File: src/design/mfr_pkg.sv
// Package for the meter frame receiver: frame codes, parse phases, status codes
// and the structs passed between the receiver modules.
// No dependencies.
package mfr_pkg;

    // Line codes of the frame
    localparam logic [7:0] START_CODE     = 8'h68;
    localparam logic [7:0] END_CODE       = 8'h16;
    localparam logic [7:0] LEN_VALVE_LONG = 8'h24;
    localparam logic [7:0] LEN_VALVE_SHRT = 8'h02;
    localparam logic [7:0] LEN_ACK_LONG   = 8'h05;
    localparam logic [7:0] LEN_ACK_SHRT   = 8'h04;

    // Configuration reset values
    localparam logic [15:0] TIMEOUT_RST = 16'd100;
    localparam logic [7:0]  TYPE_RST    = 8'h41;
    localparam logic [15:0] IDLE_MAX    = 16'hFFFF;

    // Configuration register indexes
    localparam logic CFG_TIMEOUT = 1'b0;
    localparam logic CFG_TYPE    = 1'b1;

    // Word opcodes
    localparam logic OP_BYTE = 1'b0;
    localparam logic OP_TICK = 1'b1;

    // Parse phases, one-hot
    typedef enum logic [13:0] {
        PH_IDLE  = 14'b00000000000001,
        PH_TYPE  = 14'b00000000000010,
        PH_ADDR0 = 14'b00000000000100,
        PH_ADDR1 = 14'b00000000001000,
        PH_ADDR2 = 14'b00000000010000,
        PH_ADDR3 = 14'b00000000100000,
        PH_EXT0  = 14'b00000001000000,
        PH_EXT1  = 14'b00000010000000,
        PH_FUNC  = 14'b00000100000000,
        PH_CTRL  = 14'b00001000000000,
        PH_LEN   = 14'b00010000000000,
        PH_DATA  = 14'b00100000000000,
        PH_CSUM  = 14'b01000000000000,
        PH_END   = 14'b10000000000000
    } t_phase;

    // Frame status codes
    typedef enum logic [1:0] {
        ST_VALVE    = 2'd0,
        ST_ACK      = 2'd1,
        ST_CSUM_ERR = 2'd2,
        ST_BAD_LEN  = 2'd3
    } t_status;

    // One input word
    typedef struct packed {
        logic       opcode;
        logic [7:0] rx_byte;
    } t_item;

    // Configuration registers
    typedef struct packed {
        logic [15:0] timeout_ticks;
        logic [7:0]  expected_type;
    } t_cfg;

    // One result word
    typedef struct packed {
        logic [1:0]  frame_status;
        logic [31:0] meter_address;
        logic [15:0] ext_address;
        logic [7:0]  function_byte;
        logic [7:0]  control_byte;
        logic [7:0]  data_length;
    } t_result;

endpackage

File: src/design/mfr_rx_if.sv
// Input channel of the meter frame receiver: valid/ready plus opcode and byte.
// No dependencies.
interface mfr_rx_if;
    logic       valid;
    logic       ready;
    logic       opcode;
    logic [7:0] rx_byte;

    modport source (output valid, output opcode, output rx_byte, input ready);
    modport sink   (input valid, input opcode, input rx_byte, output ready);
endinterface

File: src/design/mfr_frame_if.sv
// Result channel of the meter frame receiver: valid/ready plus the frame fields.
// No dependencies.
interface mfr_frame_if;
    logic        valid;
    logic        ready;
    logic [1:0]  frame_status;
    logic [31:0] meter_address;
    logic [15:0] ext_address;
    logic [7:0]  function_byte;
    logic [7:0]  control_byte;
    logic [7:0]  data_length;

    modport source (output valid, output frame_status, output meter_address,
                    output ext_address, output function_byte, output control_byte,
                    output data_length, input ready);
    modport sink   (input valid, input frame_status, input meter_address,
                    input ext_address, input function_byte, input control_byte,
                    input data_length, output ready);
endinterface

File: src/design/mfr_parser.sv
// Frame parser: phase register, checksum, idle counter and field capture.
// Evaluates one registered word per step. Depends on mfr_pkg.
module mfr_parser (
    input  logic             i_clk,
    input  logic             i_rst_n,
    input  logic             i_step,
    input  mfr_pkg::t_item   i_item,
    input  mfr_pkg::t_cfg    i_cfg,
    output logic             o_has_result,
    output mfr_pkg::t_result o_result
);

    mfr_pkg::t_phase r_phase, n_phase, eff_phase;
    logic [7:0]      r_remain, n_remain, dec_remain;
    logic [15:0]     r_idle, n_idle;
    logic [7:0]      r_sum, n_sum;
    logic [31:0]     r_addr, n_addr;
    logic [15:0]     r_ext, n_ext;
    logic [7:0]      r_func, n_func;
    logic [7:0]      r_ctrl, n_ctrl;
    logic [7:0]      r_len, n_len;
    logic            r_sum_ok, n_sum_ok;
    logic [7:0]      b;
    logic            is_byte;
    mfr_pkg::t_status status;

    assign b          = i_item.rx_byte;
    assign is_byte    = (i_item.opcode == mfr_pkg::OP_BYTE);
    assign dec_remain = r_remain - 8'd1;

    // Restart the parse when the line stayed idle too long
    always_comb begin
        if (r_idle > i_cfg.timeout_ticks) begin
            eff_phase = mfr_pkg::PH_IDLE;
        end else begin
            eff_phase = r_phase;
        end
    end

    // Next state for one word
    always_comb begin
        n_phase  = r_phase;
        n_remain = r_remain;
        n_idle   = r_idle;
        n_sum    = r_sum;
        n_addr   = r_addr;
        n_ext    = r_ext;
        n_func   = r_func;
        n_ctrl   = r_ctrl;
        n_len    = r_len;
        n_sum_ok = r_sum_ok;
        o_has_result = 1'b0;
        if (!is_byte) begin
            // count idle time, saturating
            if (r_idle != mfr_pkg::IDLE_MAX) begin
                n_idle = r_idle + 16'd1;
            end
        end else begin
            n_phase = eff_phase;
            unique case (eff_phase)
                mfr_pkg::PH_IDLE: begin
                    if (b == mfr_pkg::START_CODE) begin
                        n_sum   = b;
                        n_addr  = '0;
                        n_ext   = '0;
                        n_idle  = '0;
                        n_phase = mfr_pkg::PH_TYPE;
                    end
                end
                mfr_pkg::PH_TYPE: begin
                    if (b == i_cfg.expected_type) begin
                        n_sum   = r_sum + b;
                        n_idle  = '0;
                        n_phase = mfr_pkg::PH_ADDR0;
                    end
                end
                mfr_pkg::PH_ADDR0: begin
                    n_addr[7:0] = b;
                    n_sum   = r_sum + b;
                    n_idle  = '0;
                    n_phase = mfr_pkg::PH_ADDR1;
                end
                mfr_pkg::PH_ADDR1: begin
                    n_addr[15:8] = b;
                    n_sum   = r_sum + b;
                    n_idle  = '0;
                    n_phase = mfr_pkg::PH_ADDR2;
                end
                mfr_pkg::PH_ADDR2: begin
                    n_addr[23:16] = b;
                    n_sum   = r_sum + b;
                    n_idle  = '0;
                    n_phase = mfr_pkg::PH_ADDR3;
                end
                mfr_pkg::PH_ADDR3: begin
                    n_addr[31:24] = b;
                    n_sum   = r_sum + b;
                    n_idle  = '0;
                    n_phase = mfr_pkg::PH_EXT0;
                end
                mfr_pkg::PH_EXT0: begin
                    n_ext[7:0] = b;
                    n_sum   = r_sum + b;
                    n_idle  = '0;
                    n_phase = mfr_pkg::PH_EXT1;
                end
                mfr_pkg::PH_EXT1: begin
                    n_ext[15:8] = b;
                    n_sum   = r_sum + b;
                    n_idle  = '0;
                    n_phase = mfr_pkg::PH_FUNC;
                end
                mfr_pkg::PH_FUNC: begin
                    n_func  = b;
                    n_sum   = r_sum + b;
                    n_idle  = '0;
                    n_phase = mfr_pkg::PH_CTRL;
                end
                mfr_pkg::PH_CTRL: begin
                    n_ctrl  = b;
                    n_sum   = r_sum + b;
                    n_idle  = '0;
                    n_phase = mfr_pkg::PH_LEN;
                end
                mfr_pkg::PH_LEN: begin
                    n_len    = b;
                    n_remain = b;
                    n_sum    = r_sum + b;
                    n_idle   = '0;
                    n_phase  = (b != 8'd0) ? mfr_pkg::PH_DATA : mfr_pkg::PH_CSUM;
                end
                mfr_pkg::PH_DATA: begin
                    n_remain = dec_remain;
                    n_sum    = r_sum + b;
                    n_idle   = '0;
                    n_phase  = (dec_remain == 8'd0) ? mfr_pkg::PH_CSUM
                                                    : mfr_pkg::PH_DATA;
                end
                mfr_pkg::PH_CSUM: begin
                    n_sum_ok = (b == r_sum);
                    n_idle   = '0;
                    n_phase  = mfr_pkg::PH_END;
                end
                mfr_pkg::PH_END: begin
                    // drop the frame silently on a bad end code
                    n_idle       = '0;
                    n_phase      = mfr_pkg::PH_IDLE;
                    o_has_result = (b == mfr_pkg::END_CODE);
                end
                default: begin
                    n_phase = mfr_pkg::PH_IDLE;
                end
            endcase
        end
    end

    // Classify the finished frame
    always_comb begin
        if (!r_sum_ok) begin
            status = mfr_pkg::ST_CSUM_ERR;
        end else begin
            case (r_len) inside
                mfr_pkg::LEN_VALVE_LONG, mfr_pkg::LEN_VALVE_SHRT: status = mfr_pkg::ST_VALVE;
                mfr_pkg::LEN_ACK_LONG, mfr_pkg::LEN_ACK_SHRT:     status = mfr_pkg::ST_ACK;
                default:                                          status = mfr_pkg::ST_BAD_LEN;
            endcase
        end
    end

    assign o_result.frame_status  = status;
    assign o_result.meter_address = r_addr;
    assign o_result.ext_address   = r_ext;
    assign o_result.function_byte = r_func;
    assign o_result.control_byte  = r_ctrl;
    assign o_result.data_length   = r_len;

    // Advance the parser state on each step
    always_ff @(posedge i_clk) begin
        if (!i_rst_n) begin
            r_phase  <= mfr_pkg::PH_IDLE;
            r_remain <= '0;
            r_idle   <= '0;
            r_sum    <= '0;
            r_addr   <= '0;
            r_ext    <= '0;
            r_func   <= '0;
            r_ctrl   <= '0;
            r_len    <= '0;
            r_sum_ok <= 1'b0;
        end else if (i_step) begin
            r_phase  <= n_phase;
            r_remain <= n_remain;
            r_idle   <= n_idle;
            r_sum    <= n_sum;
            r_addr   <= n_addr;
            r_ext    <= n_ext;
            r_func   <= n_func;
            r_ctrl   <= n_ctrl;
            r_len    <= n_len;
            r_sum_ok <= n_sum_ok;
        end
    end

    // A finished frame always returns the parser to the start hunt
    a_result_restarts: assert property (@(posedge i_clk) disable iff (!i_rst_n)
        i_step && o_has_result |=> r_phase == mfr_pkg::PH_IDLE)
        else $error("parser did not restart after a frame");

    // Ticks never move the phase
    a_tick_holds_phase: assert property (@(posedge i_clk) disable iff (!i_rst_n)
        i_step && i_item.opcode == mfr_pkg::OP_TICK |=> $stable(r_phase))
        else $error("tick changed the parse phase");

    // Data phase always has bytes left to take
    a_data_count: assert property (@(posedge i_clk) disable iff (!i_rst_n)
        r_phase == mfr_pkg::PH_DATA |-> r_remain != 8'd0)
        else $error("data phase with zero bytes left");

    // Ticks never produce a result
    a_tick_no_result: assert property (@(posedge i_clk) disable iff (!i_rst_n)
        i_step && i_item.opcode == mfr_pkg::OP_TICK |-> !o_has_result)
        else $error("tick produced a result");

endmodule

File: src/design/mfr_result_reg.sv
// Output register of the meter frame receiver: holds one result word until taken.
// Depends on mfr_pkg and mfr_frame_if.
module mfr_result_reg (
    input  logic             i_clk,
    input  logic             i_rst_n,
    input  logic             i_load,
    input  mfr_pkg::t_result i_result,
    output logic             o_free,
    mfr_frame_if.source      o_frame
);

    logic             r_vld;
    mfr_pkg::t_result r_res;

    assign o_free = !r_vld || o_frame.ready;

    // Hold the word until the sink takes it
    always_ff @(posedge i_clk) begin
        if (!i_rst_n) begin
            r_vld <= 1'b0;
        end else if (i_load) begin
            r_vld <= 1'b1;
        end else if (o_frame.ready) begin
            r_vld <= 1'b0;
        end
    end

    always_ff @(posedge i_clk) begin
        if (i_load) begin
            r_res <= i_result;
        end
    end

    assign o_frame.valid         = r_vld;
    assign o_frame.frame_status  = r_res.frame_status;
    assign o_frame.meter_address = r_res.meter_address;
    assign o_frame.ext_address   = r_res.ext_address;
    assign o_frame.function_byte = r_res.function_byte;
    assign o_frame.control_byte  = r_res.control_byte;
    assign o_frame.data_length   = r_res.data_length;

endmodule

File: src/design/meter_frame_receiver_core.sv
// Meter-bus frame receiver top level: input register, parser, output register.
// Depends on mfr_pkg, mfr_rx_if, mfr_frame_if, mfr_parser, mfr_result_reg.
//
// Usage:
//   i_rx carries one word per handshake: opcode 0 with a received line byte,
//   or opcode 1 for one timer tick. o_frame carries one result word for each
//   frame that ends with a good end code: status, address, extended address,
//   function, control and length bytes. Frames with a bad end code are dropped.
//   The configuration port writes timeout_ticks (index 0) and expected_type
//   (index 1); write only while no word is in flight.
// Timing:
//   A word is taken into the input register and parsed from there; the step
//   that parses it loads its result into the output register and raises
//   o_frame.valid. One word per cycle is sustained unless a finished frame
//   stalls on o_frame; the input and output registers each hold one word.
// Reset and stall:
//   Reset clears the parser to the start hunt, sets timeout_ticks to 100 and
//   expected_type to 0x41. While a result waits on o_frame, words that give no
//   result keep flowing; a word that completes a frame waits in the input
//   register, and i_rx.ready drops only then.
module meter_frame_receiver_core (
    input  logic        i_clk,
    input  logic        i_rst_n,
    mfr_rx_if.sink      i_rx,
    mfr_frame_if.source o_frame,
    input  logic        i_cfg_we,
    input  logic        i_cfg_idx,
    input  logic [15:0] i_cfg_wdata
);

    logic             r_in_vld;
    mfr_pkg::t_item   r_in;
    mfr_pkg::t_cfg    r_cfg;
    logic             has_result;
    logic             out_free;
    logic             step;
    mfr_pkg::t_result result;

    // Advance the input word unless its result has nowhere to go
    assign step       = r_in_vld && (!has_result || out_free);
    assign i_rx.ready = !r_in_vld || step;

    always_ff @(posedge i_clk) begin
        if (!i_rst_n) begin
            r_in_vld <= 1'b0;
        end else if (i_rx.ready) begin
            r_in_vld <= i_rx.valid;
        end
    end

    always_ff @(posedge i_clk) begin
        if (i_rx.valid && i_rx.ready) begin
            r_in.opcode  <= i_rx.opcode;
            r_in.rx_byte <= i_rx.rx_byte;
        end
    end

    // Configuration registers
    always_ff @(posedge i_clk) begin
        if (!i_rst_n) begin
            r_cfg.timeout_ticks <= mfr_pkg::TIMEOUT_RST;
            r_cfg.expected_type <= mfr_pkg::TYPE_RST;
        end else if (i_cfg_we) begin
            unique case (i_cfg_idx)
                mfr_pkg::CFG_TIMEOUT: r_cfg.timeout_ticks <= i_cfg_wdata;
                mfr_pkg::CFG_TYPE:    r_cfg.expected_type <= i_cfg_wdata[7:0];
                default:              r_cfg <= r_cfg;
            endcase
        end
    end

    mfr_parser u_parser (
        .i_clk        (i_clk),
        .i_rst_n      (i_rst_n),
        .i_step       (step),
        .i_item       (r_in),
        .i_cfg        (r_cfg),
        .o_has_result (has_result),
        .o_result     (result)
    );

    mfr_result_reg u_result_reg (
        .i_clk    (i_clk),
        .i_rst_n  (i_rst_n),
        .i_load   (step && has_result),
        .i_result (result),
        .o_free   (out_free),
        .o_frame  (o_frame)
    );

endmodule
File: src/flat_wrapper.sv
// flat-port wrapper written by rule: the top's interface ports become plain ports
module meter_frame_receiver_core_flat 
  (i_clk, i_rst_n, i_cfg_we, i_cfg_idx, i_cfg_wdata, i_rx_valid, i_rx_opcode, i_rx_rx_byte, i_rx_ready, o_frame_valid, o_frame_frame_status, o_frame_meter_address, o_frame_ext_address, o_frame_function_byte, o_frame_control_byte, o_frame_data_length, o_frame_ready);
  mfr_rx_if i_rx_i ();
  mfr_frame_if o_frame_i ();
  input  logic i_clk;
  input  logic i_rst_n;
  input  logic i_cfg_we;
  input  logic i_cfg_idx;
  input  logic [15:0] i_cfg_wdata;
  input wire logic [$bits(i_rx_i.valid)-1:0] i_rx_valid;
  input wire logic [$bits(i_rx_i.opcode)-1:0] i_rx_opcode;
  input wire logic [$bits(i_rx_i.rx_byte)-1:0] i_rx_rx_byte;
  output wire logic [$bits(i_rx_i.ready)-1:0] i_rx_ready;
  output wire logic [$bits(o_frame_i.valid)-1:0] o_frame_valid;
  output wire logic [$bits(o_frame_i.frame_status)-1:0] o_frame_frame_status;
  output wire logic [$bits(o_frame_i.meter_address)-1:0] o_frame_meter_address;
  output wire logic [$bits(o_frame_i.ext_address)-1:0] o_frame_ext_address;
  output wire logic [$bits(o_frame_i.function_byte)-1:0] o_frame_function_byte;
  output wire logic [$bits(o_frame_i.control_byte)-1:0] o_frame_control_byte;
  output wire logic [$bits(o_frame_i.data_length)-1:0] o_frame_data_length;
  input wire logic [$bits(o_frame_i.ready)-1:0] o_frame_ready;
  assign i_rx_i.valid = i_rx_valid;
  assign i_rx_i.opcode = i_rx_opcode;
  assign i_rx_i.rx_byte = i_rx_rx_byte;
  assign i_rx_ready = i_rx_i.ready;
  assign o_frame_valid = o_frame_i.valid;
  assign o_frame_frame_status = o_frame_i.frame_status;
  assign o_frame_meter_address = o_frame_i.meter_address;
  assign o_frame_ext_address = o_frame_i.ext_address;
  assign o_frame_function_byte = o_frame_i.function_byte;
  assign o_frame_control_byte = o_frame_i.control_byte;
  assign o_frame_data_length = o_frame_i.data_length;
  assign o_frame_i.ready = o_frame_ready;
  meter_frame_receiver_core u_core (.i_clk(i_clk), .i_rst_n(i_rst_n), .i_rx(i_rx_i), .o_frame(o_frame_i), .i_cfg_we(i_cfg_we), .i_cfg_idx(i_cfg_idx), .i_cfg_wdata(i_cfg_wdata));
endmodule
File: config.mk
export PLATFORM = sky130hd
export DESIGN_NAME = meter_frame_receiver_core_flat
export DESIGN_NICKNAME = d
export VERILOG_FILES = /design/src/design/mfr_pkg.sv /design/src/design/mfr_rx_if.sv /design/src/design/mfr_frame_if.sv /design/src/design/mfr_parser.sv /design/src/design/mfr_result_reg.sv /design/src/design/meter_frame_receiver_core.sv /design/src/flat_wrapper.sv
export SDC_FILE = /design/constraint.sdc
export NUM_CORES = 1
export LEC_CHECK = 0
export ABC_AREA = 1
export BUFFER_PORTS_ARGS = -buffer_cell sky130_fd_sc_hd__buf_4
export CAP_MARGIN = 30
export CORE_MARGIN = 10
export CORE_UTILIZATION = 42
export DETAILED_ROUTE_END_ITERATION = 8
export SLEW_MARGIN = 5
export SYNTH_ARGS = -nofsm -noshare
export SYNTH_HDL_FRONTEND = slang
export SYNTH_SLANG_ARGS = --single-unit
export TNS_END_PERCENT = 30
File: constraint.sdc
create_clock -name i_clk -period 5.55 [get_ports i_clk]
set_clock_uncertainty 0.15 [all_clocks]
set_input_delay 0.8325 -clock i_clk [delete_from_list [all_inputs] [get_ports i_clk]]
set_output_delay 0.8325 -clock i_clk [all_outputs]
set_load 0.02 [all_outputs]
# [After elaboration in Yosys (flattened, before gate mapping)]
# Cells that the tools add are included.
[word_totals] wordCells=132 in_bits=31 regBits=228 out_inout_bits=76
[op_classes] n_mux=28 n_eq_ne=28 n_bitwise=3 n_lt_le_gt_ge=1 reduce_logical=42 addsub=3
[ops] op="14-bit one-hot mux with 13 select lines" count=1
[ops] op="8-bit one-hot mux with 2 select lines" count=7
[ops] op="16-bit two-way mux" count=4
[ops] op="16-bit one-hot mux with 3 select lines" count=1
[ops] op="14-bit two-way mux" count=3
[ops] op="32-bit two-way mux" count=1
[ops] op="13-bit two-way mux" count=2
[ops] op="8-bit one-hot mux with 3 select lines" count=1
[ops] op="4-bit AND reduction" count=6
[ops] op="16-bit by 1-bit adder with 16-bit output, second input constant" count=1
[ops] op="8-bit by 3-bit == test with 1-bit output, second input constant" count=2
[ops] op="8-bit == test" count=2
[ops] op="16-bit greater-than comparator" count=1
[ops] op="8-bit two-way mux" count=2
[ops] op="16-bit inequality test, second input constant" count=1
[ops] op="2-bit nonzero test" count=8
[ops] op="3-bit AND reduction" count=5
[ops] op="14-bit by 1-bit == test with 1-bit output, second input constant" count=1
[ops] op="14-bit by 10-bit == test with 1-bit output, second input constant" count=1
[ops] op="14-bit by 11-bit == test with 1-bit output, second input constant" count=1
[ops] op="14-bit by 12-bit == test with 1-bit output, second input constant" count=1
[ops] op="14-bit by 13-bit == test with 1-bit output, second input constant" count=1
[ops] op="14-bit == test, second input constant" count=1
[ops] op="14-bit by 2-bit == test with 1-bit output, second input constant" count=1
[ops] op="31 further kinds" count=50

# [Logic depth before layout (Yosys ltp)]
# Gate-level depths: netlist of run 1.
[depth] ltp_word=10 ltp_mapped=29 depth_no_buf=26

# [By module]
# From an unflattened synthesis of run 1, not the netlist that was laid out.
[hier_totals] hier_cells=1188 hier_area_um2=10239.8
[modules_own_cells] module="mfr_parser" n_inst=1 area_per_inst_um2=6683.9 cells_per_inst=955
[modules_own_cells] module="mfr_result_reg" n_inst=1 area_per_inst_um2=2268.4 cells_per_inst=80
[modules_own_cells] module="meter_frame_receiver_core" n_inst=1 area_per_inst_um2=1287.5 cells_per_inst=153

# [Least setup slack after synthesis of run 1]
# No wires, ideal clock.
[synth_path] path_kind="reg2reg" start="register u_core.u_parser.r_idle[15]" end="register u_core.u_result_reg.r_res, in the netlist u_core.u_result_reg.o_frame.control_byte[0], enable pin" setup_slack_ns=1.685 t_arrival_ns=3.286 t_required_ns=4.972 period_less_slack_ns=3.865 path_stages_with_launch=14 setup_ns=0.428 path_cell_list="dfxtp_1 > ha_1 > nand2_1 > nor3_2 > nand2_1 > nand2_2 > nand2_4 > buf_6 > o21ai_2 > nand2_1 > nor2_1 > buf_2 > nand4_1 > inv_1"
[synth_between] elab_chain_len=9
[synth_lines] element="start, declared" line="mfr_parser.sv:15" source="logic [15:0] r_idle, n_idle;"
[synth_lines] element="start signal, assigned" line="mfr_parser.sv:193" source="r_idle <= n_idle;"
[synth_lines] element="16-bit greater-than comparator *" line="mfr_parser.sv:33" source="if (r_idle > i_cfg.timeout_ticks) begin"
[synth_lines] element="14-bit two-way mux *" line="mfr_parser.sv:33"
[synth_lines] element="14-bit == test *" line="mfr_parser.sv:60" source="unique case (eff_phase)"
[synth_lines] element="1-bit two-way mux *" line="mfr_parser.sv:60"
[synth_lines] element="1-bit two-way mux *" line="mfr_parser.sv:53" source="if (!is_byte) begin"
[synth_lines] element="1-bit logical NOT" line="meter_frame_receiver_core.sv:40" source="assign step = r_in_vld && (!has_result || out_free);"
[synth_lines] element="1-bit logical OR" line="meter_frame_receiver_core.sv:40"
[synth_lines] element="1-bit logical AND" line="meter_frame_receiver_core.sv:40"
[synth_lines] element="1-bit logical AND *" line="meter_frame_receiver_core.sv:85" source=".i_load (step && has_result),"
[synth_lines] element="named net u_core.u_result_reg.i_load" line="mfr_result_reg.sv:6" source="input logic i_load,"
[synth_lines] element="end signal, assigned" line="mfr_result_reg.sv:30" source="r_res <= i_result;"
[synth_lines] element="end, declared" line="mfr_result_reg.sv:13" source="mfr_pkg::t_result r_res;"
# The timed path passes the listed nets; every way through them passes the cells marked *.
# A chain may end at the register's enable or synchronous reset.

# [Worst setup path in the final report of run 1]
[layout_path] start="register u_core.u_parser.r_idle[11]" end="output port i_rx_ready"
[layout_between] elab_chain_len=9
[layout_lines] element="16-bit greater-than comparator" line="mfr_parser.sv:33"
[layout_lines] element="14-bit two-way mux" line="mfr_parser.sv:33"
[layout_lines] element="14-bit == test" line="mfr_parser.sv:60"
[layout_lines] element="1-bit two-way mux" line="mfr_parser.sv:60"
[layout_lines] element="1-bit two-way mux" line="mfr_parser.sv:53"
[layout_lines] element="1-bit logical NOT" line="meter_frame_receiver_core.sv:40"
[layout_lines] element="1-bit logical OR" line="meter_frame_receiver_core.sv:40"
[layout_lines] element="1-bit logical AND" line="meter_frame_receiver_core.sv:40"
[layout_lines] element="1-bit logical OR" line="meter_frame_receiver_core.sv:41" source="assign i_rx.ready = !r_in_vld || step;"
[layout_lines] element="end, declared" line="flat_wrapper.sv:14" source="output wire logic [$bits(i_rx_i.ready)-1:0] i_rx_ready;"
# Every way passes these cells.

==> impl_results.md, run 1 <==
* Avg Inst Size Synth at 8.472 sq um
* Die H at 174.4 um
* TNS Setup at 0 ps
* Initial antenna violation count at 1
* FFs w/ async S/R, synth at 0
* Post-synth top area share at 0.2899
* Area Overhead vs Synth at 18.39%
* Tcrit/Tclk final at 0.8165
* Dominant synthesized flop cell: dfxtp_1
* Min Tclk post-route at 4531 ps
* Port bufs at 106
* # nets final at 1329
* Deepest clock path buffer count at 3
* Synth Area in Compound Gates at 0.1332
* Synthesized flop and latch total at 228
* Synth Area in Simple Gates at 0.2030
* Routed len/inst at 15.08 um
* Largest family of logic cells by synthesized area: simple AND/OR/NAND/NOR gates
* Crit path cell chain: ha_1 -> nand4_1 -> nor3_2 -> nand3_2 -> nand2_4 -> nand3_1 -> inv_1 -> nand2_1 -> nor2_1 -> nand4_1 -> nor2_1 -> inv_1 -> buf_4
* Worst IR Drop VDD at 0.2044 mV
* Synth Cell Area at 10010 sq um
* Vias post-DR at 7928
* WP data required at 4570 ps
* Vias in the first global route at 7525
* Total congestion overflow at 0
* Slowest stage cell, crit path: nor2_1
* Seq/Total Area, Yosys at 0.5388
* Xor-xnor portion of the synthesized cell area at 0.01399
* Row cnt at 56
* CTS Sinks at 228
* Post-CTS setup buffer count at 0
* WP data arrival at 3550 ps
* Final Max Tran Viols at 0
* CP Capture Type: primary output
* Most frequent cells in the layout: nand2_1 (253), dfxtp_1 (145), a21oi_1 (142)
* Tot Pwr at 3.750 mW
* Clock latency on the worst-skew pair at 510 ps
* Routed Wire Length at 24.26 mm
* CTS tree: yes
* Adder-Cell Fraction of Synth Area at 0.03449
* Layout cells sized above 1 at 0.1358
* RSZ-0062 raised after global routing: no
* Hold crit path type: reg -> reg
* IO Count at 107
* Final hold violations at 0
* H-tree depth at 1
* CP max FO at 25
* Kind of critical path: reg -> out
* Clk pin slew, worst setup/hold paths at 60 ps
* Routability cong. at 0.8660
* First-pass GRT wire length at 39.49 mm
* Yosys cell types at 41
* Max Cap Viol at 0
* Status: complete, no violations
* Initial Util at 0.4266
* CTS resizes at 0
* CTS buffer count at 24
* Multi-input logic area at 3852 sq um
* Detailed Place HPWL at 16.60 mm
* Number of enable flip-flop cells after synthesis at 83
* Yosys top cell by area: dfxtp_1
* Vias per cell at 4.927
* Slew headroom at 0.3763
* ANT nets after route at 0
* Number of detailed-route iterations in the first pass at 5
* CTS Root Cell: clkbuf_16
* CP Launch Type: register
* Syn nets at 1240
* Initial DRC count at 593
* Post-synthesis mux area share at 0
* Least-Margin Pin Slew at 927.1 ps
* Hold_buf cts at 0
* Largest net degree at the start of global routing at 67
* Maximum clock rate at 220.7 MHz
* Core area at 23470 sq um
* FF/Latch Area at 5395 sq um
* Setup Viol. Count Final at 0
* Overall routing resource usage at 0.1548
* Number of synthesis warnings at 0
* Filler cell count at 2251
* Pwr/cell area at 316.3 nW/um^2
* Die ar. at 30420 sq um
* Synth top area cells: dfxtp_1 (29%), edfxtp_1 (25%), nand2_1 (9.5%), a21oi_1 (7.1%), inv_1 (4.9%)
* Die Width at 174.4 um
* Lkg Pwr at 4.772 nW
* Crit path largest cell delay at 500 ps
* DR DRC count at 0
* Synth Instances at 1182
* Most common cell after layout, fill and taps aside: nand2_1
==> registers in the layout (all words and copies together), names as in the netlist, 9 cells and up <==
register	cells
u_core.u_parser.r_addr	32
u_core.u_result_reg.o_frame.meter_address	32
u_core.r_cfg	24
u_core.u_parser.r_ext	16
u_core.u_parser.r_idle	16
u_core.u_result_reg.o_frame.ext_address	16
u_core.u_parser.r_phase	14
u_core.r_in	9
==> synth_stat cells (2+ instances only) <==
library cell,n
clkbuf_1,24
nor2_4,3
xor2_1,13
nor2_1,108
nor4_1,11
ha_1,26
o211ai_1,8
nor2_2,6
o21ai_0,84
nand2_1,253
nand2_2,4
inv_2,4
nand2_4,2
nand3_1,57
inv_1,131
dfxtp_1,145
nand4_1,12
and3_1,2
nor3_1,9
nand3_2,3
o21ai_1,5
buf_4,2
edfxtp_1,83
buf_2,12
xnor2_1,3
buf_6,8
a22oi_1,7
or2_2,3
a21oi_1,142
==> kinds of logic after synthesis <==
| family | Yosys count |
|---|---|
| DFF | 228 |
| buffers and inverters | 182 |
| and+or+nand+nor | 476 |
| xor gates and xnor gates | 16 |
| adders and majority gates | 27 |
| AOI/OAI and AO/OA | 253 |
==> cell type report <==
| class | count | area share |
|---|---|---|
| Clock inverter | 12 | 0.01763 |
| Antenna cell | 1 | 0.0002111 |
| Tap cell | 319 | 0.03367 |
| Sequential cell | 228 | 0.4551 |
| Inverter | 135 | 0.04274 |
| Timing Repair Buffer | 110 | 0.07071 |
| Multi-Input combinational cell | 772 | 0.3250 |
| Clock buffer | 32 | 0.05499 |
==> per-layer routing <==
metal  global-route usage  share of wire
met5                    0              0
met4              0.03420          0.013
met3              0.02904          0.061
met2               0.2431           0.45
met1               0.2164           0.48
==> per-stage QoR <==
step / utilization / area (sq um) / hold slack [ps] / setup slack (ps) / cells
finish: 0.5051 / 11860 / 281.8 / 1019 / 1609
global route: 0.5050 / 11850 / 287.2 / 660.5 / 1608
CTS: 0.5050 / 11850 / 280.3 / 1080 / 1608
detailed placement: 0.4683 / 10990 / 265.8 / 1351 / 1564
global placement: 0.4674 / 10970 / 262.2 / 1471 / 1563
floorplan: - / 10010 / 258.2 / 1685 / 1182
==> worst paths after layout <==
| check | slack, ps | cells past startpoint | start | to |
|---|---|---|---|---|
| hold reg to reg | 280 | 0 | u_core.u_parser.r_func[0]$_SDFFE_PN0P_ | u_core.u_result_reg.o_frame.function_byte[0]$_DFFE_PP_ |
| setup / recovery | 1020 | 13 | u_core.u_parser.r_idle[11]$_SDFFE_PN0P_ | i_rx_ready |
| hold / removal | 280 | 0 | u_core.u_parser.r_func[0]$_SDFFE_PN0P_ | u_core.u_result_reg.o_frame.function_byte[0]$_DFFE_PP_ |
| setup reg to reg | 1340 | 12 | u_core.u_parser.r_idle[11]$_SDFFE_PN0P_ | u_core.u_result_reg.o_frame.meter_address[7]$_DFFE_PP_ |
==> report_power, final <==
group	switching [mW]	leakage [nW]	internal (mW)
sequential	0.0506	1.98	1.75
clock	0.635	0.422	1.10
combinational	0.136	2.37	0.0771
==> worst max-delay path, delay by kind of cell (launching register included) <==
kind	cells	cell delay, ps
fa+ha+maj	1	330
buf+inv	3	360
flops	1	340
simple gates	9	2000
Note: power is estimated with default switching activity, not from simulation.
==> run 2, diff against run 1 <==
Clock period 5.55 ns to 3.7 ns, I/O delays scaled along.
==> run 2 against run 1 <==
Non-clock buffer count increased by 34. Via count up 2.3%. Total power rose by 49%. Sequential share of layout area decreased by 1.6 points. Worst setup slack worse by 910 ps. Final area grew 3.7%. Register-to-register slack worse by 1100 ps. Cell count grew 2.2%. Hold slack lost 230 ps. Sequential cell count unchanged. Largest cell class unchanged. Highest routed layer unchanged. Clock power rose by 43%.
==> impl_results.md, run 2 (synthesis results as in run 1) <==
* Status: complete, no violations
* FF-to-FF path depth at 21 (+9)
* Hold Path End: u_core.r_in[1]$_DFFE_PP_
* Lkg Pwr at 4.938 nW (+3.5%)
* Most frequent cells in the layout: nand2_1 (247), a21oi_1 (141), dfxtp_1 (140)
* WP data arrival at 2890 ps (-660 ps)
* DR DRC count at 0 (unchanged)
* Place WS at 263.3 ps (-1088 ps)
* M3 GR Usage at 0.03315 (+0.004117)
* TNS Setup at 0 ps (unchanged)
* Tot Pwr at 5.587 mW (+49%)
* Worst hold slack at 54.59 ps (-227.2 ps)
* CP Launch Type: register
* WP data required at 2990 ps (-1580 ps)
* Die ar. at 30420 sq um (unchanged)
* ANT nets after route at 0 (unchanged)
* Least-Margin Pin Slew at 853.4 ps (-73.69 ps)
* Die H at 174.4 um (unchanged)
* Initial antenna violation count at 1 (unchanged)
* CP max FO at 7 (-72%)
* FF-to-FF Start: u_core.u_parser.r_idle[12]$_SDFFE_PN0P_
* Util after Layout at 0.5236 (+0.01850)
* Area Overhead vs Synth at 22.73%
* R2R Setup Slk at 260 ps (-1080 ps)
* H-tree depth at 1 (unchanged)
* Pwr/cell area at 454.6 nW/um^2 (+44%)
* Cell area after layout at 12290 sq um (+3.7%)
* IO Count at 107 (unchanged)
* Total congestion overflow at 0 (unchanged)
* Tcrit/Tclk final at 0.9715
* Initial Util at 0.4266 (unchanged)
* Vias per cell at 4.931 (about the same)
* Die Width at 174.4 um (unchanged)
* Final WS setup at 105.4 ps (-913.2 ps)
* Worst IR Drop VDD at 0.3958 mV (+94%)
* Final Non-Filler Cells at 1645 (+2.2%)
* Post-DP Area at 11240 sq um (+2.2%)
* Kind of critical path: reg -> out
* M1 GR Usage at 0.2133 (-0.003122)
* Met2 Use GR at 0.2477 (+0.004650)
* Core area at 23470 sq um (unchanged)
* Min Tclk post-route at 3595 ps
* Maximum clock rate at 278.2 MHz
* First-pass GRT wire length at 40.37 mm (+2.2%)
* Filler cell count at 2202 (-2.2%)
* Port bufs at 106 (unchanged)
* Worst R2R End: u_core.u_parser.r_sum[1]$_SDFFE_PN0P_
* # nets final at 1365 (+2.7%)
* Placed insts at 1591 (+1.7%)
* CTS Sinks at 228 (unchanged)
* Detailed Place HPWL at 16.96 mm (+2.1%)
* Slew headroom at 0.4258 (+0.04958)
* Routed Wire Length at 25.11 mm (+3.5%)
* Deepest clock path buffer count at 3 (unchanged)
* Final hold violations at 0 (unchanged)
* Clk pin slew, worst setup/hold paths at 60 ps (about the same)
* Hold crit path type: in -> reg
* Hold_buf cts at 0 (unchanged)
* Vias post-DR at 8111 (+2.3%)
* Clock latency on the worst-skew pair at 530 ps (+20 ps)
* Hold path cells at 1 (+1)
* Most common cell after layout, fill and taps aside: nand2_1
* Routed len/inst at 15.27 um (+1.2%)
* Setup Viol. Count Final at 0 (unchanged)
* Hold Crit Start: i_rx_rx_byte[1]
* CTS tree: yes
* Initial DRC count at 568 (-4.2%)
* Largest net degree at the start of global routing at 69 (+3.0%)
* CTS Root Cell: clkbuf_16
* Overall routing resource usage at 0.1585 (+0.003698)
* CP Capture Type: primary output
* CTS buffer count at 25 (+4.2%)
* Routability cong. at 0.8705 (+0.52%)
* Row cnt at 56 (unchanged)
* Vias in the first global route at 7678 (+2.0%)
* Most used routing layer: met2
* Max Cap Viol at 0 (unchanged)
* Number of detailed-route iterations in the first pass at 5 (unchanged)
* Layout cells sized above 1 at 0.1811 (+0.04537)
* Final Max Tran Viols at 0 (unchanged)
-- run 2: cell types whose count changed in the layout (fill, tap and decap cells not counted), moves of 4 or more --
cell	change
nand2_1	-6
ha_4	+5
buf_4	+30
ha_1	-5
clkbuf_1	-4
o21ai_2	+4
dfxtp_1	-5
nand2_2	+5
dfxtp_2	+5
-- run 2: worst max-delay path by stage --
stage	endpoint	slack, ps	from	depth (start not counted)
2_1_floorplan	u_core.u_result_reg.o_frame.valid$_SDFFE_PN0P_	50	u_core.u_parser.r_idle[15]$_SDFFE_PN0P_	17
3_3_place_gp	u_core.u_result_reg.o_frame.meter_address[26]$_DFFE_PP_	310	u_core.u_parser.r_idle[15]$_SDFFE_PN0P_	15
3_5_place_dp	u_core.u_result_reg.o_frame.meter_address[24]$_DFFE_PP_	260	u_core.u_parser.r_idle[15]$_SDFFE_PN0P_	15
4_1_cts	i_rx_ready	6	u_core.u_parser.r_idle[10]$_SDFFE_PN0P_	13
5_1_grt	i_rx_ready	-30	u_core.r_cfg[18]$_SDFFE_PN0P_	15
6_report	i_rx_ready	110	u_core.u_parser.r_idle[12]$_SDFFE_PN0P_	14
-- run 2: routing by layer --
| metal | vias up | wire length (um) |
|---|---|---|
| met4 | 0 | 680 |
| met2 | 204 | 11120 |
| met5 | - | 0 |
| met3 | 50 | 1463 |
| li1 | 4178 | - |
| met1 | 3679 | 11840 |
-- run 2: worst max-delay path, cell delays in order, from the launching register on --
cell and delay (ps):
dfxtp_1 370, ha_1 300, nand2_1 110, nor3_4 250, nand2_2 100, nand2_4 110, nand2_8 70, buf_4 170
o21ai_2 90, nand2_2 100, nor2_4 120, nand4_1 120, nor2_2 220, inv_2 70, buf_4 160
-- run 2: cell type report --
type / instances / area, sq um / area share
Clock inverter: 16 / 170.2 / 0.01385
Antenna cell: 1 / 2.502 / 0.0002036
Timing Repair Buffer: 144 / 1135 / 0.09234
Clock buffer: 29 / 650.6 / 0.05294
Multi-Input combinational cell: 773 / 4020 / 0.3271
Inverter: 135 / 510.5 / 0.04154
Sequential cell: 228 / 5401 / 0.4395
Tap cell: 319 / 399.1 / 0.03248
-- run 2: power by group --
part | internal, mW | total, mW | switching [mW]
registers | 2.62 | 2.66 | 0.0367
clock network | 1.47 | 2.49 | 1.01
logic | 0.163 | 0.442 | 0.279
-- run 2: timing repair --
item | in CTS | in global routing
setup endpoints to repair | 1 | 2
endpoints found under the hold margin | 0 | 0
cloned | 1 | 0
setup buffers | 2 | 5
resized for setup | 16 | 24
pin swaps | 4 | 9
==> run 3, diff against run 2 <==
Settings changed: ABC_AREA 1 to unset.
==> run 3 against run 2 <==
Largest power group unchanged. Cell count fell by 9.9%. First-iteration DRC count fell by 2.3%. Global-route usage rose by 0.92 points. Register-to-register slack got worse by 60 ps. Wire length rose by 5.8%. Final area rose by 2.6%. Via count fell by 1.0%. Sequential cell count did not move. Worst setup slack got worse by 40 ps. Area after synthesis fell by 0.20%. Critical path depth fell by 5.
==> impl_results.md, run 3 <==
* Status: complete, no violations
* Hold_buf cts at 0 (unchanged)
* Clk network pwr share at 0.457 (+0.012)
* WP data required at 2990 ps (about the same)
* Vias post-DR at 8028 (-1.0%)
* Total congestion overflow at 0 (unchanged)
* Clock latency on the worst-skew pair at 510 ps (-20 ps)
* Syn nets at 1050 (-15%)
* ANT nets after route at 0 (unchanged)
* Routed Wire Length at 26.56 mm (+5.8%)
* Worst IR Drop VDD at 0.3199 mV (-19%)
* Least-Margin Pin Slew at 671.5 ps (-181.8 ps)
* Detailed Place HPWL at 18.62 mm (+9.8%)
* Sequential Power Share at 0.487 (+0.011)
* Final Max Tran Viols at 0 (unchanged)
* Worst Setup SP: u_core.u_parser.r_idle[13]$_SDFFE_PN0P_
* FF-to-FF path depth at 10 (-52%)
* Dominant synthesized flop cell: dfxtp_1
* Worst Setup EP: i_rx_ready
* Die H at 174.3 um (about the same)
* Kind of critical path: reg -> out
* Slowest stage cell, crit path: o41a_1
* Deepest clock path buffer count at 3 (unchanged)
* Number of diodes at 0 (-1)
* CTS buffer count at 25 (unchanged)
* Number of synthesis warnings at 0 (unchanged)
* CP Launch Type: register
* Clk pin slew, worst setup/hold paths at 60 ps (about the same)
* Die ar. at 30360 sq um (-0.18%)
* Switch share at 0.2222 (-0.01551)
* # nets final at 1203 (-12%)
* Yosys top cell by area: dfxtp_1
* Post-DP Area at 11530 sq um (+2.6%)
* Pwr/cell area at 428.3 nW/um^2 (-5.8%)
* Row cnt at 56 (unchanged)
* Avg Inst Size Synth at 10.07 sq um (+19%)
* CTS tree: yes
* Psw at 1.200 mW (-9.6%)
* Yosys cell types at 76 (+85%)
* Initial antenna violation count at 0 (-1)
* Layout cells sized above 1 at 0.2373 (+0.05619)
* R2R Setup Slk at 200 ps (-60 ps)
* Seq/Total Area, Yosys at 0.5399 (+0.001079)
* WP data arrival at 2930 ps (+40 ps)
* Cell area after layout at 12610 sq um (+2.6%)
* Tcrit/Tclk final at 0.9823 (+0.01079)
* Min Tclk post-route at 3635 ps (+39.93 ps)
* Routed len/inst at 17.92 um (+17%)
* Maximum clock rate at 275.1 MHz (-1.1%)
* IO Count at 107 (unchanged)
* Overall routing resource usage at 0.1677 (+0.009223)
* Routability cong. at 0.9192 (+5.6%)
* Worst R2R End: u_core.u_parser.r_addr[3]$_SDFFE_PN0P_
* Place WS at 168.3 ps (-94.94 ps)
* CP max FO at 6 (-1)
* Final WS setup at 65.50 ps (-39.93 ps)
* CTS Root Cell: clkbuf_16
* Number of detailed-route iterations in the first pass at 5 (unchanged)
* Most common cell after layout, fill and taps aside: buf_4
* RSZ-0062 raised after global routing: yes
* Internal at 4.201 mW (-1.4%)
* Setup Viol. Count Final at 0 (unchanged)
* First-pass GRT wire length at 42.46 mm (+5.2%)
* Port bufs at 106 (unchanged)
* Die Width at 174.3 um (about the same)
* Synth Cell Area at 9993 sq um (-0.20%)
* Final Non-Filler Cells at 1482 (-9.9%)
* Most frequent cells in the layout: buf_4 (170), nand2_1 (144), dfxtp_1 (129)
* Vias per cell at 5.417 (+9.9%)
* Largest net degree at the start of global routing at 43 (-38%)
* Max Cap Viol at 0 (unchanged)
* Area Overhead vs Synth at 26.19%
* H-tree depth at 1 (unchanged)
* Initial DRC count at 555 (-2.3%)
* Hold crit path type: in -> reg
* Synth top area cells: dfxtp_1 (29%), edfxtp_1 (25%), nand2_1 (5.4%), a21oi_1 (3.5%), ha_1 (3.3%)
* Util after Layout at 0.5373 (+0.01370)
* Final hold violations at 0 (unchanged)
* Crit path largest cell delay at 510 ps (+140 ps)
* Crit path cell chain: ha_4 -> a211oi_1 -> nor2_1 -> o41a_1 -> buf_6 -> nor3_4 -> nand3_2 -> or2_4 -> buf_6
* Core area at 23470 sq um (unchanged)
* Vias in the first global route at 7834 (+2.0%)
* Number of enable flip-flop cells after synthesis at 83 (unchanged)
* Synthesized flop and latch total at 228 (unchanged)
* TNS Setup at 0 ps (unchanged)
* Combinational power share at 0.056 (-0.023)
* Post-synth top area share at 0.2905 (+0.0005807)
* DR DRC count at 0 (unchanged)
* CTS Sinks at 228 (unchanged)
* Slew headroom at 0.5504 (+0.1245)
* Synth Instances at 992 (-16%)
* Initial Util at 0.4257 (-0.0008529)
* FFs w/ async S/R, synth at 0 (unchanged)
* Lkg Pwr at 5.084 nW (+3.0%)
* Placed insts at 1426 (-10%)
* FF-to-FF Start: u_core.u_parser.r_idle[13]$_SDFFE_PN0P_
* Synth cell count leaders: dfxtp_1 (145), nand2_1 (145), edfxtp_1 (83)
* Critical path's most frequent cell: buf_6
* CP Capture Type: primary output
run 3: metal layers:
layer / global-route usage / routed length [um]
met1: 0.2250 / 12270
met2: 0.2735 / 12180
met3: 0.03120 / 1643
met4: 0.04026 / 465
met5: 0 / 0
run 3: worst min-delay path by stage:
| stage | from | end | slack (ps) | depth (start not counted) |
|---|---|---|---|---|
| 2_1_floorplan | u_core.u_parser.r_addr[0]$_SDFFE_PN0P_ | u_core.u_result_reg.o_frame.meter_address[0]$_DFFE_PP_ | 250 | 0 |
| 3_3_place_gp | u_core.u_parser.r_addr[23]$_SDFFE_PN0P_ | u_core.u_result_reg.o_frame.meter_address[23]$_DFFE_PP_ | 260 | 0 |
| 3_5_place_dp | u_core.u_parser.r_addr[1]$_SDFFE_PN0P_ | u_core.u_result_reg.o_frame.meter_address[1]$_DFFE_PP_ | 260 | 0 |
| 4_1_cts | i_rx_rx_byte[6] | u_core.r_in[6]$_DFFE_PP_ | 50 | 1 |
| 5_1_grt | i_rx_rx_byte[4] | u_core.r_in[4]$_DFFE_PP_ | 50 | 1 |
| 6_report | i_rx_rx_byte[6] | u_core.r_in[6]$_DFFE_PP_ | 70 | 1 |
run 3: cell families (layout without fill, tap and decap cells):
| kind of cell | after synthesis | in the layout | synth area share |
|---|---|---|---|
| DFF | 228 | 228 | 0.5399 |
| adders and majority gates | 27 | 27 | 0.03456 |
| muxes | 27 | 27 | 0.02742 |
| xor gates and xnor gates | 17 | 17 | 0.01490 |
| and+or+nand+nor | 384 | 384 | 0.1923 |
| AOI/OAI and AO/OA | 225 | 225 | 0.1570 |
| buffers and inverters | 84 | 255 | 0.03393 |
run 3: critical path, delay by kind of cell (launching register included):
kind                       cells  cell delay (ps)
adders and majority gates      1              240
DFF                            1              370
AOI/OAI and AO/OA              2              830
and+or+nand+nor                4              700
buffers and inverters          2              300
run 3: area by class of cell:
class	instances	area (sq um)
clock buffer	33	705.7
clock inverter	12	118.9
fill	2123	10860
inverter	32	120.1
multi-input combinational	680	4425
sequential	228	5423
tap	319	399.1
timing repair buffer	178	1419
run 3: stage by stage:
stage | hold WS, ps | power, mW
after floorplan | 251.0 | 2.844
after CTS | 47.69 | 5.446
after global placement | 256.3 | 2.971
final | 69.13 | 5.401
after detailed placement | 259.3 | 2.972
after global routing | 46.13 | 5.600
run 3: power by group through the flow:
stage	clock, mW	sequential [mW]	combinational [mW]
2_1_floorplan	0	2.67	0.172
3_3_place_gp	0	2.68	0.287
3_5_place_dp	0	2.68	0.288
4_1_cts	2.53	2.63	0.290
5_1_grt	2.64	2.63	0.333
6_report	2.47	2.63	0.303
run 3: repair_timing:
action / CTS / global route
setup buffers: 7 / 5
gates resized for setup: 11 / 26
pin swaps: 7 / 11
endpoints found under the setup margin: 1 / 42
